<file path="config.mk">
export PLATFORM = sky130hd
export DESIGN_NAME = vital_sign_smoothing_filter_core
export DESIGN_NICKNAME = d
export VERILOG_FILES = /design/src/design/vssf_pkg.sv /design/src/design/vssf_chan.sv /design/src/design/vital_sign_smoothing_filter_core.sv
export SDC_FILE = /design/constraint.sdc
export NUM_CORES = 1
export LEC_CHECK = 0
export BUFFER_PORTS_ARGS = -buffer_cell sky130_fd_sc_hd__buf_2
export CAP_MARGIN = 0
export CORE_MARGIN = 1
export CORE_UTILIZATION = 43
export CTS_CLUSTER_SIZE = 16
export DETAILED_ROUTE_END_ITERATION = 10
export PLACE_DENSITY_LB_ADDON = 0.08
export SLEW_MARGIN = 20
export SYNTH_ARGS = -nofsm -noshare
export SYNTH_HDL_FRONTEND = slang
export SYNTH_SLANG_ARGS = --single-unit
</file>
<file path="constraint.sdc">
create_clock -name i_clk -period 22.4 [get_ports i_clk]
set_input_delay 1.12 -clock i_clk [delete_from_list [all_inputs] [get_ports i_clk]]
set_output_delay 1.12 -clock i_clk [all_outputs]
set_load 0.01 [all_outputs]
</file>
<file path="src/design/vssf_pkg.sv">
// Shared constants, register codes and types for the vital-sign smoothing filter.
package vssf_pkg;

    localparam int HIST_DEPTH = 16;
    localparam int FILL_W     = $clog2(HIST_DEPTH + 1);
    localparam int VAL_W      = 8;
    localparam int CHECK_TAPS = 4;

    localparam int ADDR_W = 5;

    localparam logic [2:0] REG_RATE_LOW   = 3'd0;
    localparam logic [2:0] REG_RATE_HIGH  = 3'd1;
    localparam logic [2:0] REG_OXY_LOW    = 3'd2;
    localparam logic [2:0] REG_JUMP       = 3'd3;
    localparam logic [2:0] REG_STREAK_CHK = 3'd4;
    localparam logic [2:0] REG_REJECT_TOL = 3'd5;

    localparam logic [7:0] RATE_LOW_RST   = 8'd40;
    localparam logic [7:0] RATE_HIGH_RST  = 8'd190;
    localparam logic [6:0] OXY_LOW_RST    = 7'd59;
    localparam logic [5:0] JUMP_RST       = 6'd10;
    localparam logic [2:0] STREAK_CHK_RST = 3'd4;
    localparam logic [2:0] REJECT_TOL_RST = 3'd4;

    typedef struct packed {
        logic [5:0] jump;
        logic [2:0] streak_chk;
        logic [2:0] reject_tol;
    } t_chan_cfg;

endpackage

</file>
<file path="src/design/vssf_chan.sv">
// One filter channel: outlier check, history shift line, fill tracking and windowed mean.
module vssf_chan
    import vssf_pkg::*;
(
    input  logic             i_clk,
    input  logic             i_rst_n,
    input  logic             i_en,
    input  logic             i_ok,
    input  logic [VAL_W-1:0] i_value,
    input  logic             i_upward,
    input  t_chan_cfg        i_cfg,
    output logic             o_taken,
    output logic [VAL_W-1:0] o_mean
);

    logic [VAL_W-1:0]  r_hist [HIST_DEPTH];
    logic [VAL_W-1:0]  n_hist [HIST_DEPTH];
    logic [FILL_W-1:0] r_fill, n_fill;
    logic [2:0]        r_streak, n_streak;
    logic [2:0]        r_misses, n_misses;
    logic [VAL_W-1:0]  r_mean, n_mean;

    logic [VAL_W:0]    near_lhs [CHECK_TAPS];
    logic [VAL_W:0]    near_rhs [CHECK_TAPS];
    logic              any_near;
    logic              drop;
    logic              take;

    logic [VAL_W-1:0]  pad [16];
    logic [VAL_W:0]    lvl1 [8];
    logic [VAL_W+1:0]  lvl2 [4];
    logic [VAL_W+2:0]  lvl3 [2];
    logic [VAL_W+3:0]  lvl4;
    logic [VAL_W+3:0]  win_sum;

    always_comb begin
        any_near = 1'b0;
        for (int i = 0; i < CHECK_TAPS; i++) begin
            if (i_upward) begin
                near_lhs[i] = {1'b0, i_value};
                near_rhs[i] = {1'b0, r_hist[i]} + {{(VAL_W-5){1'b0}}, i_cfg.jump};
            end else begin
                near_lhs[i] = {1'b0, r_hist[i]};
                near_rhs[i] = {1'b0, i_value} + {{(VAL_W-5){1'b0}}, i_cfg.jump};
            end
            if (near_lhs[i] < near_rhs[i]) begin
                any_near = 1'b1;
            end
        end
    end

    always_comb begin
        n_streak = r_streak;
        n_misses = r_misses;
        drop     = 1'b0;
        if (!i_ok) begin
            n_streak = 3'd0;
            if (r_misses != i_cfg.reject_tol) begin
                n_misses = 3'(r_misses + 3'd1);
            end
        end else begin
            n_misses = 3'd0;
            if (r_streak == i_cfg.streak_chk) begin
                drop = !any_near;
                if (drop) begin
                    n_streak = 3'd0;
                end
            end else begin
                n_streak = 3'(r_streak + 3'd1);
            end
        end
        take = i_ok && !drop;
    end

    always_comb begin
        for (int i = 0; i < HIST_DEPTH; i++) begin
            n_hist[i] = r_hist[i];
        end
        n_fill = r_fill;
        if (take) begin
            n_hist[0] = i_value;
            for (int i = 1; i < HIST_DEPTH; i++) begin
                n_hist[i] = r_hist[i-1];
            end
            if (int'(r_fill) < HIST_DEPTH) begin
                n_fill = FILL_W'(r_fill + 1'b1);
            end
        end else if (!i_ok && r_misses == i_cfg.reject_tol) begin
            n_fill = '0;
        end
    end

    // The window sums come from a fixed adder tree over the newest sixteen entries.
    always_comb begin
        for (int i = 0; i < 16; i++) begin
            if (i < HIST_DEPTH) begin
                pad[i] = n_hist[i];
            end else begin
                pad[i] = '0;
            end
        end
        for (int i = 0; i < 8; i++) begin
            lvl1[i] = {1'b0, pad[2*i]} + {1'b0, pad[2*i+1]};
        end
        for (int i = 0; i < 4; i++) begin
            lvl2[i] = {1'b0, lvl1[2*i]} + {1'b0, lvl1[2*i+1]};
        end
        for (int i = 0; i < 2; i++) begin
            lvl3[i] = {1'b0, lvl2[2*i]} + {1'b0, lvl2[2*i+1]};
        end
        lvl4 = {1'b0, lvl3[0]} + {1'b0, lvl3[1]};

        if (int'(n_fill) >= 16) begin
            win_sum = lvl4 >> 4;
        end else if (int'(n_fill) >= 8) begin
            win_sum = {1'b0, lvl3[0]} >> 3;
        end else if (int'(n_fill) >= 4) begin
            win_sum = {2'b0, lvl2[0]} >> 2;
        end else begin
            win_sum = {3'b0, lvl1[0]} >> 1;
        end

        n_mean = r_mean;
        if (take) begin
            if (int'(n_fill) < 2) begin
                n_mean = '0;
            end else begin
                n_mean = win_sum[VAL_W-1:0];
            end
        end else if (!i_ok && r_misses == i_cfg.reject_tol) begin
            n_mean = '0;
        end
    end

    always_ff @(posedge i_clk) begin
        if (!i_rst_n) begin
            for (int i = 0; i < HIST_DEPTH; i++) begin
                r_hist[i] <= '0;
            end
            r_fill   <= '0;
            r_streak <= '0;
            r_misses <= '0;
            r_mean   <= '0;
        end else if (i_en) begin
            for (int i = 0; i < HIST_DEPTH; i++) begin
                r_hist[i] <= n_hist[i];
            end
            r_fill   <= n_fill;
            r_streak <= n_streak;
            r_misses <= n_misses;
            r_mean   <= n_mean;
        end
    end

    assign o_taken = take;
    assign o_mean  = n_mean;

endmodule

</file>
<file path="src/design/vital_sign_smoothing_filter_core.sv">
// Top level of the vital-sign smoothing filter: register port, stream stages, two channels.
// Each input word is held in the input stage; its result word is registered in the output register.
// Throughput: one word per cycle with no output stall; each channel updates history and mean.
// The input stage and the output register let a new word enter while a result waits.
// Reset is synchronous and active low; it clears histories, counters, means and
// restores the default limits.
module vital_sign_smoothing_filter_core
    import vssf_pkg::*;
(
    input  logic              i_clk,
    input  logic              i_rst_n,
    input  logic              i_s_tvalid,
    output logic              o_s_tready,
    input  logic [15:0]       i_s_tdata,  // rate_estimate[7:0], oxygen_estimate[14:8], zero[15]
    input  logic [1:0]        i_s_tuser,  // rate_ok[0], oxygen_ok[1]
    output logic              o_m_tvalid,
    input  logic              i_m_tready,
    output logic [15:0]       o_m_tdata,  // rate_average[7:0], oxygen_average[14:8], zero[15]
    output logic [1:0]        o_m_tuser,  // rate_taken[0], oxygen_taken[1]
    input  logic              psel,
    input  logic              penable,
    input  logic              pwrite,
    input  logic [ADDR_W-1:0] paddr,
    input  logic [31:0]       pwdata,
    output logic [31:0]       prdata,
    output logic              pready
);

    logic [7:0]  r_rate_low;
    logic [7:0]  r_rate_high;
    logic [6:0]  r_oxy_low;
    logic [5:0]  r_jump;
    logic [2:0]  r_streak_chk;
    logic [2:0]  r_reject_tol;
    logic [2:0]  reg_idx;
    logic        cfg_wr;

    logic        r_in_valid;
    logic [7:0]  r_in_rate;
    logic        r_in_rate_ok;
    logic [6:0]  r_in_oxy;
    logic        r_in_oxy_ok;
    logic        fire;

    logic        r_out_valid;
    logic [7:0]  r_out_rate;
    logic [6:0]  r_out_oxy;
    logic [1:0]  r_out_taken;

    t_chan_cfg   chan_cfg;
    logic        rate_qual;
    logic        oxy_qual;
    logic        rate_taken;
    logic        oxy_taken;
    logic [7:0]  rate_mean;
    logic [7:0]  oxy_mean;

    assign pready  = 1'b1;
    assign reg_idx = paddr[4:2];
    assign cfg_wr  = psel && penable && pwrite;

    always_ff @(posedge i_clk) begin
        if (!i_rst_n) begin
            r_rate_low   <= RATE_LOW_RST;
            r_rate_high  <= RATE_HIGH_RST;
            r_oxy_low    <= OXY_LOW_RST;
            r_jump       <= JUMP_RST;
            r_streak_chk <= STREAK_CHK_RST;
            r_reject_tol <= REJECT_TOL_RST;
        end else if (cfg_wr) begin
            unique case (reg_idx)
                REG_RATE_LOW:   r_rate_low   <= pwdata[7:0];
                REG_RATE_HIGH:  r_rate_high  <= pwdata[7:0];
                REG_OXY_LOW:    r_oxy_low    <= pwdata[6:0];
                REG_JUMP:       r_jump       <= pwdata[5:0];
                REG_STREAK_CHK: r_streak_chk <= pwdata[2:0];
                REG_REJECT_TOL: r_reject_tol <= pwdata[2:0];
                default: begin
                end
            endcase
        end
    end

    always_comb begin
        unique case (reg_idx)
            REG_RATE_LOW:   prdata = {24'd0, r_rate_low};
            REG_RATE_HIGH:  prdata = {24'd0, r_rate_high};
            REG_OXY_LOW:    prdata = {25'd0, r_oxy_low};
            REG_JUMP:       prdata = {26'd0, r_jump};
            REG_STREAK_CHK: prdata = {29'd0, r_streak_chk};
            REG_REJECT_TOL: prdata = {29'd0, r_reject_tol};
            default:        prdata = 32'd0;
        endcase
    end

    assign fire       = r_in_valid && (!r_out_valid || i_m_tready);
    assign o_s_tready = !r_in_valid || fire;

    always_ff @(posedge i_clk) begin
        if (!i_rst_n) begin
            r_in_valid <= 1'b0;
        end else if (o_s_tready) begin
            r_in_valid <= i_s_tvalid;
        end
    end

    always_ff @(posedge i_clk) begin
        if (o_s_tready && i_s_tvalid) begin
            r_in_rate    <= i_s_tdata[7:0];
            r_in_oxy     <= i_s_tdata[14:8];
            r_in_rate_ok <= i_s_tuser[0];
            r_in_oxy_ok  <= i_s_tuser[1];
        end
    end

    assign chan_cfg.jump       = r_jump;
    assign chan_cfg.streak_chk = r_streak_chk;
    assign chan_cfg.reject_tol = r_reject_tol;

    assign rate_qual = r_in_rate_ok && (r_in_rate < r_rate_high) && (r_in_rate > r_rate_low);
    assign oxy_qual  = r_in_oxy_ok && (r_in_oxy > r_oxy_low);

    vssf_chan u_rate_chan (
        .i_clk    (i_clk),
        .i_rst_n  (i_rst_n),
        .i_en     (fire),
        .i_ok     (rate_qual),
        .i_value  (r_in_rate),
        .i_upward (1'b1),
        .i_cfg    (chan_cfg),
        .o_taken  (rate_taken),
        .o_mean   (rate_mean)
    );

    vssf_chan u_oxy_chan (
        .i_clk    (i_clk),
        .i_rst_n  (i_rst_n),
        .i_en     (fire),
        .i_ok     (oxy_qual),
        .i_value  ({1'b0, r_in_oxy}),
        .i_upward (1'b0),
        .i_cfg    (chan_cfg),
        .o_taken  (oxy_taken),
        .o_mean   (oxy_mean)
    );

    always_ff @(posedge i_clk) begin
        if (!i_rst_n) begin
            r_out_valid <= 1'b0;
        end else if (fire) begin
            r_out_valid <= 1'b1;
        end else if (i_m_tready) begin
            r_out_valid <= 1'b0;
        end
    end

    always_ff @(posedge i_clk) begin
        if (fire) begin
            r_out_rate  <= rate_mean;
            r_out_oxy   <= oxy_mean[6:0];
            r_out_taken <= {oxy_taken, rate_taken};
        end
    end

    assign o_m_tvalid = r_out_valid;
    assign o_m_tdata  = {1'b0, r_out_oxy, r_out_rate};
    assign o_m_tuser  = r_out_taken;

endmodule

</file>
==> results of run 1 <==
[layout make-up]
class                      count  share of cell area
tap                          846              0.0353
inverter                     238              0.0299
clock buffer                  69              0.0437
sequential                   364               0.340
multi-input combinational   1753               0.533
timing repair buffer          71              0.0132
clock inverter                17             0.00518
[worst max path at each step]
stage	to	startpoint	depth (start not counted)	slack (ns)
after floorplan	r_out_rate[7]$_DFFE_PP_	r_jump[1]$_SDFFE_PN1P_	59	9.42
after global placement	r_out_rate[7]$_DFFE_PP_	r_jump[1]$_SDFFE_PN1P_	54	7.28
after detailed placement	r_out_rate[7]$_DFFE_PP_	r_jump[1]$_SDFFE_PN1P_	54	7.24
after CTS	r_out_rate[7]$_DFFE_PP_	r_jump[1]$_SDFFE_PN1P_	54	7.17
after global routing	r_out_rate[7]$_DFFE_PP_	r_jump[1]$_SDFFE_PN1P_	55	6.31
final	r_out_rate[7]$_DFFE_PP_	r_jump[1]$_SDFFE_PN1P_	55	7.37
[registers in the layout, summed over array words and instances (netlist names), 5 cells and up]
name	cells
u_oxy_chan.r_fill	5
r_out_oxy	7
r_out_rate	8
r_jump	6
r_in_rate	8
u_rate_chan.r_fill	5
u_oxy_chan.r_mean	7
r_rate_low	8
r_in_oxy	7
r_oxy_low	7
r_rate_high	8
u_rate_chan.r_mean	8
u_rate_chan.r_hist	128
u_oxy_chan.r_hist	128
[cell usage in the layout (no fill, tap or decap), drive strengths merged, types with 88 or more instances in the layout]
| cell type | count |
|---|---|
| and2 | 192 |
| edfxtp | 290 |
| fa | 179 |
| ha | 198 |
| inv | 239 |
| mux2 | 179 |
| mux2i | 124 |
| nand2 | 103 |
| nor2 | 116 |
| nor2b | 88 |
[worst register-to-register path: cells and delay by family, from the launching register on]
kind                     cells  cell delay, ns
AO/OA/AOI/OAI               18            3.71
XOR/XNOR                     4            1.11
adder cells (fa/ha/maj)     14            6.06
buffers and inverters        9            1.34
flip-flops                   1            0.73
AND/OR/NAND/NOR             10            1.80
[layer usage]
metal | wire length, um | GRT usage | vias up
li1 | - | - | 8571
met1 | 27300 | 0.251 | 8780
met2 | 31500 | 0.355 | 178
met3 | 1640 | 0.0233 | 66
met4 | 1050 | 0.0440 | 0
met5 | 0 | 0 | -
[kinds of logic (layout without fill, tap and decap cells)]
family | after synthesis | after routing | synth area share
other | 2 | 26 | 0.000273
AOI/OAI and AO/OA | 351 | 351 | 0.0879
muxes | 307 | 307 | 0.122
xor gates and xnor gates | 85 | 85 | 0.0271
and+or+nand+nor | 607 | 607 | 0.118
DFF | 364 | 364 | 0.370
adders and majority gates | 377 | 377 | 0.220
buffers and inverters | 353 | 395 | 0.0541
[stage by stage]
| step | util | hold slack, ns | setup slack [ns] |
|---|---|---|---|
| finish | 0.474 | 0.457 | 7.37 |
| global route | 0.474 | 0.479 | 6.31 |
| CTS | 0.474 | 0.458 | 7.17 |
| detailed placement | 0.451 | 0.444 | 7.24 |
| global placement | 0.451 | 0.434 | 7.28 |
| floorplan | - | 0.425 | 9.42 |
==> metrics, run 1 <==
Port-buffer cells=61; reg-to-reg critical path endpoint=r_out_rate[7]$_DFFE_PP_; overflow left after global routing=0; share of Yosys cell area claimed by the top area cell type=0.317; Placed Instance Area=28500 um2; class of the most critical hold timing path=reg -> reg; TritonCTS Sinks=364; hold-fix buffer count after cts=0; total core area=63200 um2; slew of the pin with the lowest slew margin=1.09 ns; worst-skew pair later-pin latency=0.58 ns; DR vias/cell=5.24; outcome=completed; starting density of the core=0.435; Slew headroom=0.270; ys flop type=sky130_fd_sc_hd__edfxtp_1; Setup-failing EPs final=0; area of the multi-input gates=16000 um2; mapped cell area=27500 um2; startpoint type of the worst setup path=register; violation count after the first detailed-routing iteration=858; count of placed standard cells including taps=3272; setup bufs post-CTS=0; CP top delay family=adder cells; Post-Syn Area per Cell=11.2 um2; Setup CP Type=reg -> reg; sort of element at the end of the critical path=register; RSZ-0062 raised after global routing=no; post-route minimum period=15.03 ns; Crit Path Max Fanout=37; cell types with the highest counts after synthesis=sky130_fd_sc_hd__edfxtp_1 (290), sky130_fd_sc_hd__inv_1 (238), sky130_fd_sc_hd__ha_1 (198), sky130_fd_sc_hd__and2_1 (192), sky130_fd_sc_hd__fa_1 (179); capture endpoint of the worst hold path=u_rate_chan.r_mean[2]$_SDFFE_PN0P_; htree depth=2; leading area contributor after synthesis=sky130_fd_sc_hd__edfxtp_1; worst-case clock skew=0.0199 ns; worst path required time=22.70 ns; Longest Clk Path Bufs=3; maxcap violations=0; total of flip-flops plus latches after synthesis=364; TritonCTS clock tree=built; global placer's final weighted congestion=0.815; number of synthesized flops with an enable pin=290; yosys warns=0; final cell count without fillers=3358; most used cell along the critical path=sky130_fd_sc_hd__fa_1; start of the worst register-to-register path=r_jump[1]$_SDFFE_PN1P_; I/O pin cnt=115; first-pass iteration count of the detailed router=5; site row count=92; number of remaining DRC errors=0; height of the die=255 um; initial antenna violation count=0; number of buffers inserted during clock tree synthesis=47; Routed Wire Length=61.5 mm; Resized cells post-CTS=0; Max Clock Freq=66.5 MHz; fraction of layout instances using a drive strength above 1=0.135; number of different library cells in the post-synthesis netlist=80; clock transition at the registers of the reported paths=0.06 ns; diode count=0; hold_sp=u_rate_chan.r_mean[2]$_SDFFE_PN0P_; Layout Nets=2914; post-synthesis cell count=2446; detailed-route via count=17595; area of the die=65000 um2; Max stage delay on crit path=0.73 ns; global-route wire length before repair=100 mm; Register-to-Register Path Depth=55; largest net degree at the start of global routing=181; leading post-synthesis cells by cell area=sky130_fd_sc_hd__edfxtp_1 (32%), sky130_fd_sc_hd__fa_1 (13%), sky130_fd_sc_hd__ha_1 (9.0%); area added between synthesis and finish=8.98%; vias in the first global route=18564; count of final hold-check violations=0; die span in x=255 um; setup slack on the worst flop-to-flop path=7.37 ns; data arrival time at the worst-slack endpoint=15.33 ns; ys async rst share=0; detail-routed net length per standard cell=18.3 um; cell with the most instances after synthesis=sky130_fd_sc_hd__edfxtp_1; aggregate global-route resource usage=0.197; worst path bufs/invs=9; summed area of non-filler cells in the final layout=30000 um2; number of cells on the worst hold path=2; count of pins over their slew limit=0; final worst-path cycle share=0.671; DP Wirelength=44.3 mm; fillers=5796; CTS Root Cell=sky130_fd_sc_hd__clkbuf_16; library cell contributing the largest single delay on the critical path=sky130_fd_sc_hd__dfxtp_1; FF+latch area=10200 um2; sequential fraction of the synthesis area=0.370; sum of negative setup slack=0 ns; Detail Route Antenna Nets=0
Power of run 1 is left out: the tool's default activity adds up to more than one toggle a clock period on the data nets, which glitch-free logic cannot reach.
==> inputs of run 2 (changes only) <==
Settings changed: ABC_AREA set to 1.
Clock period 22.4 ns to 14.4 ns, I/O delays scaled along.
==> run 2 against run 1 <==
Net effect:
- die area is 0.14% higher
- final area hardly changed
- non-clock buffer count increased by 2
- fmax grew 13%
- synthesized cell count rose by 28%
- via count grew 13%
- first-iteration DRC count increased by 35%
- flip-flop and latch count did not move
- critical path type unchanged
- cell count up 20%
- sequential share of layout area about the same
- utilization is essentially flat
- clock-buffer cell count up 1
==> metrics, run 2 <==
outcome=completed; number of synthesized flops with an enable pin=290; Port-buffer cells=61; count of placed standard cells including taps=3939; first-pass iteration count of the detailed router=5; RSZ-0062 raised after global routing=no; detail-routed net length per standard cell=15.7 um; starting density of the core=0.436; post-synthesis cell count=3120; Slew headroom=0.257; total of flip-flops plus latches after synthesis=364; CTS Root Cell=sky130_fd_sc_hd__clkbuf_16; final worst-path cycle share=0.925; registers with the most flip-flops=u_oxy_chan.r_hist: 128 flops, u_rate_chan.r_hist: 128 flops; initial antenna violation count=0; area of the die=65100 um2; cell with the most instances after synthesis=sky130_fd_sc_hd__inv_1; worst path required time=14.74 ns; global placer's final weighted congestion=0.877; sequential fraction of the synthesis area=0.370; ys flop type=sky130_fd_sc_hd__edfxtp_1; final cell count without fillers=4020; sort of element at the end of the critical path=register; Resized cells post-CTS=0; routed wire length on met3=2.94 mm; library cell contributing the largest single delay on the critical path=sky130_fd_sc_hd__dfxtp_1; number of cells on the worst hold path=1; vias in the first global route=19864; Register-to-Register Path Depth=61; data arrival time at the worst-slack endpoint=13.66 ns; Crit Path Max Fanout=39; wl on met1=31.2 mm; DR vias/cell=4.95; DP Wirelength=45.5 mm; number of buffers inserted during clock tree synthesis=45; Max stage delay on crit path=0.65 ns; hold-fix buffer count after cts=0; Layout Nets=3579; die span in x=255 um; htree depth=2; I/O pin cnt=115; slew of the pin with the lowest slew margin=1.11 ns; WL met2=27.5 mm; class of the most critical hold timing path=in -> reg; largest net degree at the start of global routing=118; startpoint type of the worst setup path=register; share of Yosys cell area claimed by the top area cell type=0.316; number of different library cells in the post-synthesis netlist=57; diode count=0; worst-skew pair later-pin latency=0.59 ns; TritonCTS clock tree=built; summed area of non-filler cells in the final layout=30000 um2; most common cell after layout, fill and taps aside=sky130_fd_sc_hd__inv_1; highest-count cells in the layout ignoring fill and taps=sky130_fd_sc_hd__inv_1 (579), sky130_fd_sc_hd__nand2_1 (426), sky130_fd_sc_hd__nor2_1 (318); top routing layer used=met4; leading area contributor after synthesis=sky130_fd_sc_hd__edfxtp_1; Routed Wire Length=63.1 mm; setup bufs post-CTS=0; area added between synthesis and finish=8.90%; height of the die=255 um; violation count after the first detailed-routing iteration=1156; number of remaining DRC errors=0; clock transition at the registers of the reported paths=0.06 ns; Detail Route Antenna Nets=0; fraction of layout instances using a drive strength above 1=0.105; count of pins over their slew limit=0; total core area=63200 um2; overflow left after global routing=0; cell types with the highest counts after synthesis=sky130_fd_sc_hd__inv_1 (580), sky130_fd_sc_hd__nand2_1 (427), sky130_fd_sc_hd__nor2_1 (320), sky130_fd_sc_hd__edfxtp_1 (290), sky130_fd_sc_hd__o21ai_0 (281); TritonCTS Sinks=364; sum of negative setup slack=0 ns; detailed-route via count=19896; Post-Syn Area per Cell=8.83 um2; post-route minimum period=13.32 ns; yosys warns=0; Longest Clk Path Bufs=3; Setup-failing EPs final=0; Setup CP Type=reg -> reg; maxcap violations=0; global-route wire length before repair=104 mm; ys async rst share=0; count of final hold-check violations=0; leading post-synthesis cells by cell area=sky130_fd_sc_hd__edfxtp_1 (32%), sky130_fd_sc_hd__fa_1 (13%), sky130_fd_sc_hd__ha_1 (9.0%); aggregate global-route resource usage=0.201; mapped cell area=27500 um2; Max Clock Freq=75.1 MHz; site row count=92; worst-case clock skew=0.0269 ns; Placed Instance Area=28500 um2; fillers=6072
[run 2: logic make-up (layout without fill, tap and decap cells)]
kind of cell             count (synthesis)  count (layout)  share of synthesized area
multiplexers                            32              32                     0.0116
buffers and inverters                  718             748                      0.103
AO/OA/AOI/OAI                          515             515                      0.104
flip-flops                             364             364                      0.370
AND/OR/NAND/NOR                       1019            1019                      0.162
other                                    2              26                   0.000273
adder cells (fa/ha/maj)                377             377                      0.220
XOR/XNOR                                93              93                     0.0296
[run 2: cell type report]
cell class              instances  area (um2)  share of cell area
repair buffers                 73         395              0.0132
multi-input cells            2062       14600               0.488
clock inverters                11        82.6             0.00275
well taps                     846        1060              0.0353
inverters                     594        2250              0.0750
clock buffers                  70        1390              0.0463
flip-flops and latches        364       10200               0.340
[run 2: final timing paths]
kind,startpoint,end,slack [ns]
setup / recovery,r_jump[1]$_SDFFE_PN1P_,r_out_rate[7]$_DFFE_PP_,1.08
hold / removal,i_s_tdata[14],r_in_oxy[6]$_DFFE_PP_,0.30
setup reg to reg,r_jump[1]$_SDFFE_PN1P_,r_out_rate[7]$_DFFE_PP_,1.08
hold reg to reg,u_oxy_chan.r_mean[2]$_SDFFE_PN0P_,u_oxy_chan.r_mean[2]$_SDFFE_PN0P_,0.45
[run 2: critical path: cells and delay by family, from the launching register on]
kind            cells  cell delay (ns)
buf+inv            14             1.31
fa+ha+maj          16             6.71
flops               1             0.65
compound gates      9             1.64
xor+xnor            4             0.79
simple gates       18             1.92
[run 2: through the flow]
| stage | hold slack, ns | util | setup WS [ns] |
|---|---|---|---|
| floorplan | 0.426 | - | 2.61 |
| global placement | 0.437 | 0.451 | 1.03 |
| detailed placement | 0.440 | 0.451 | 0.964 |
| CTS | 0.261 | 0.475 | 0.924 |
| global route | 0.263 | 0.475 | 0.0669 |
| finish | 0.296 | 0.475 | 1.08 |
[run 2: metal layers]
metal,global-route usage,vias to the layer above
li1,-,9995
met1,0.295,9435
met2,0.310,380
met3,0.0301,86
met4,0.0524,0
met5,0,-
Power of run 2 is left out for the same reason.
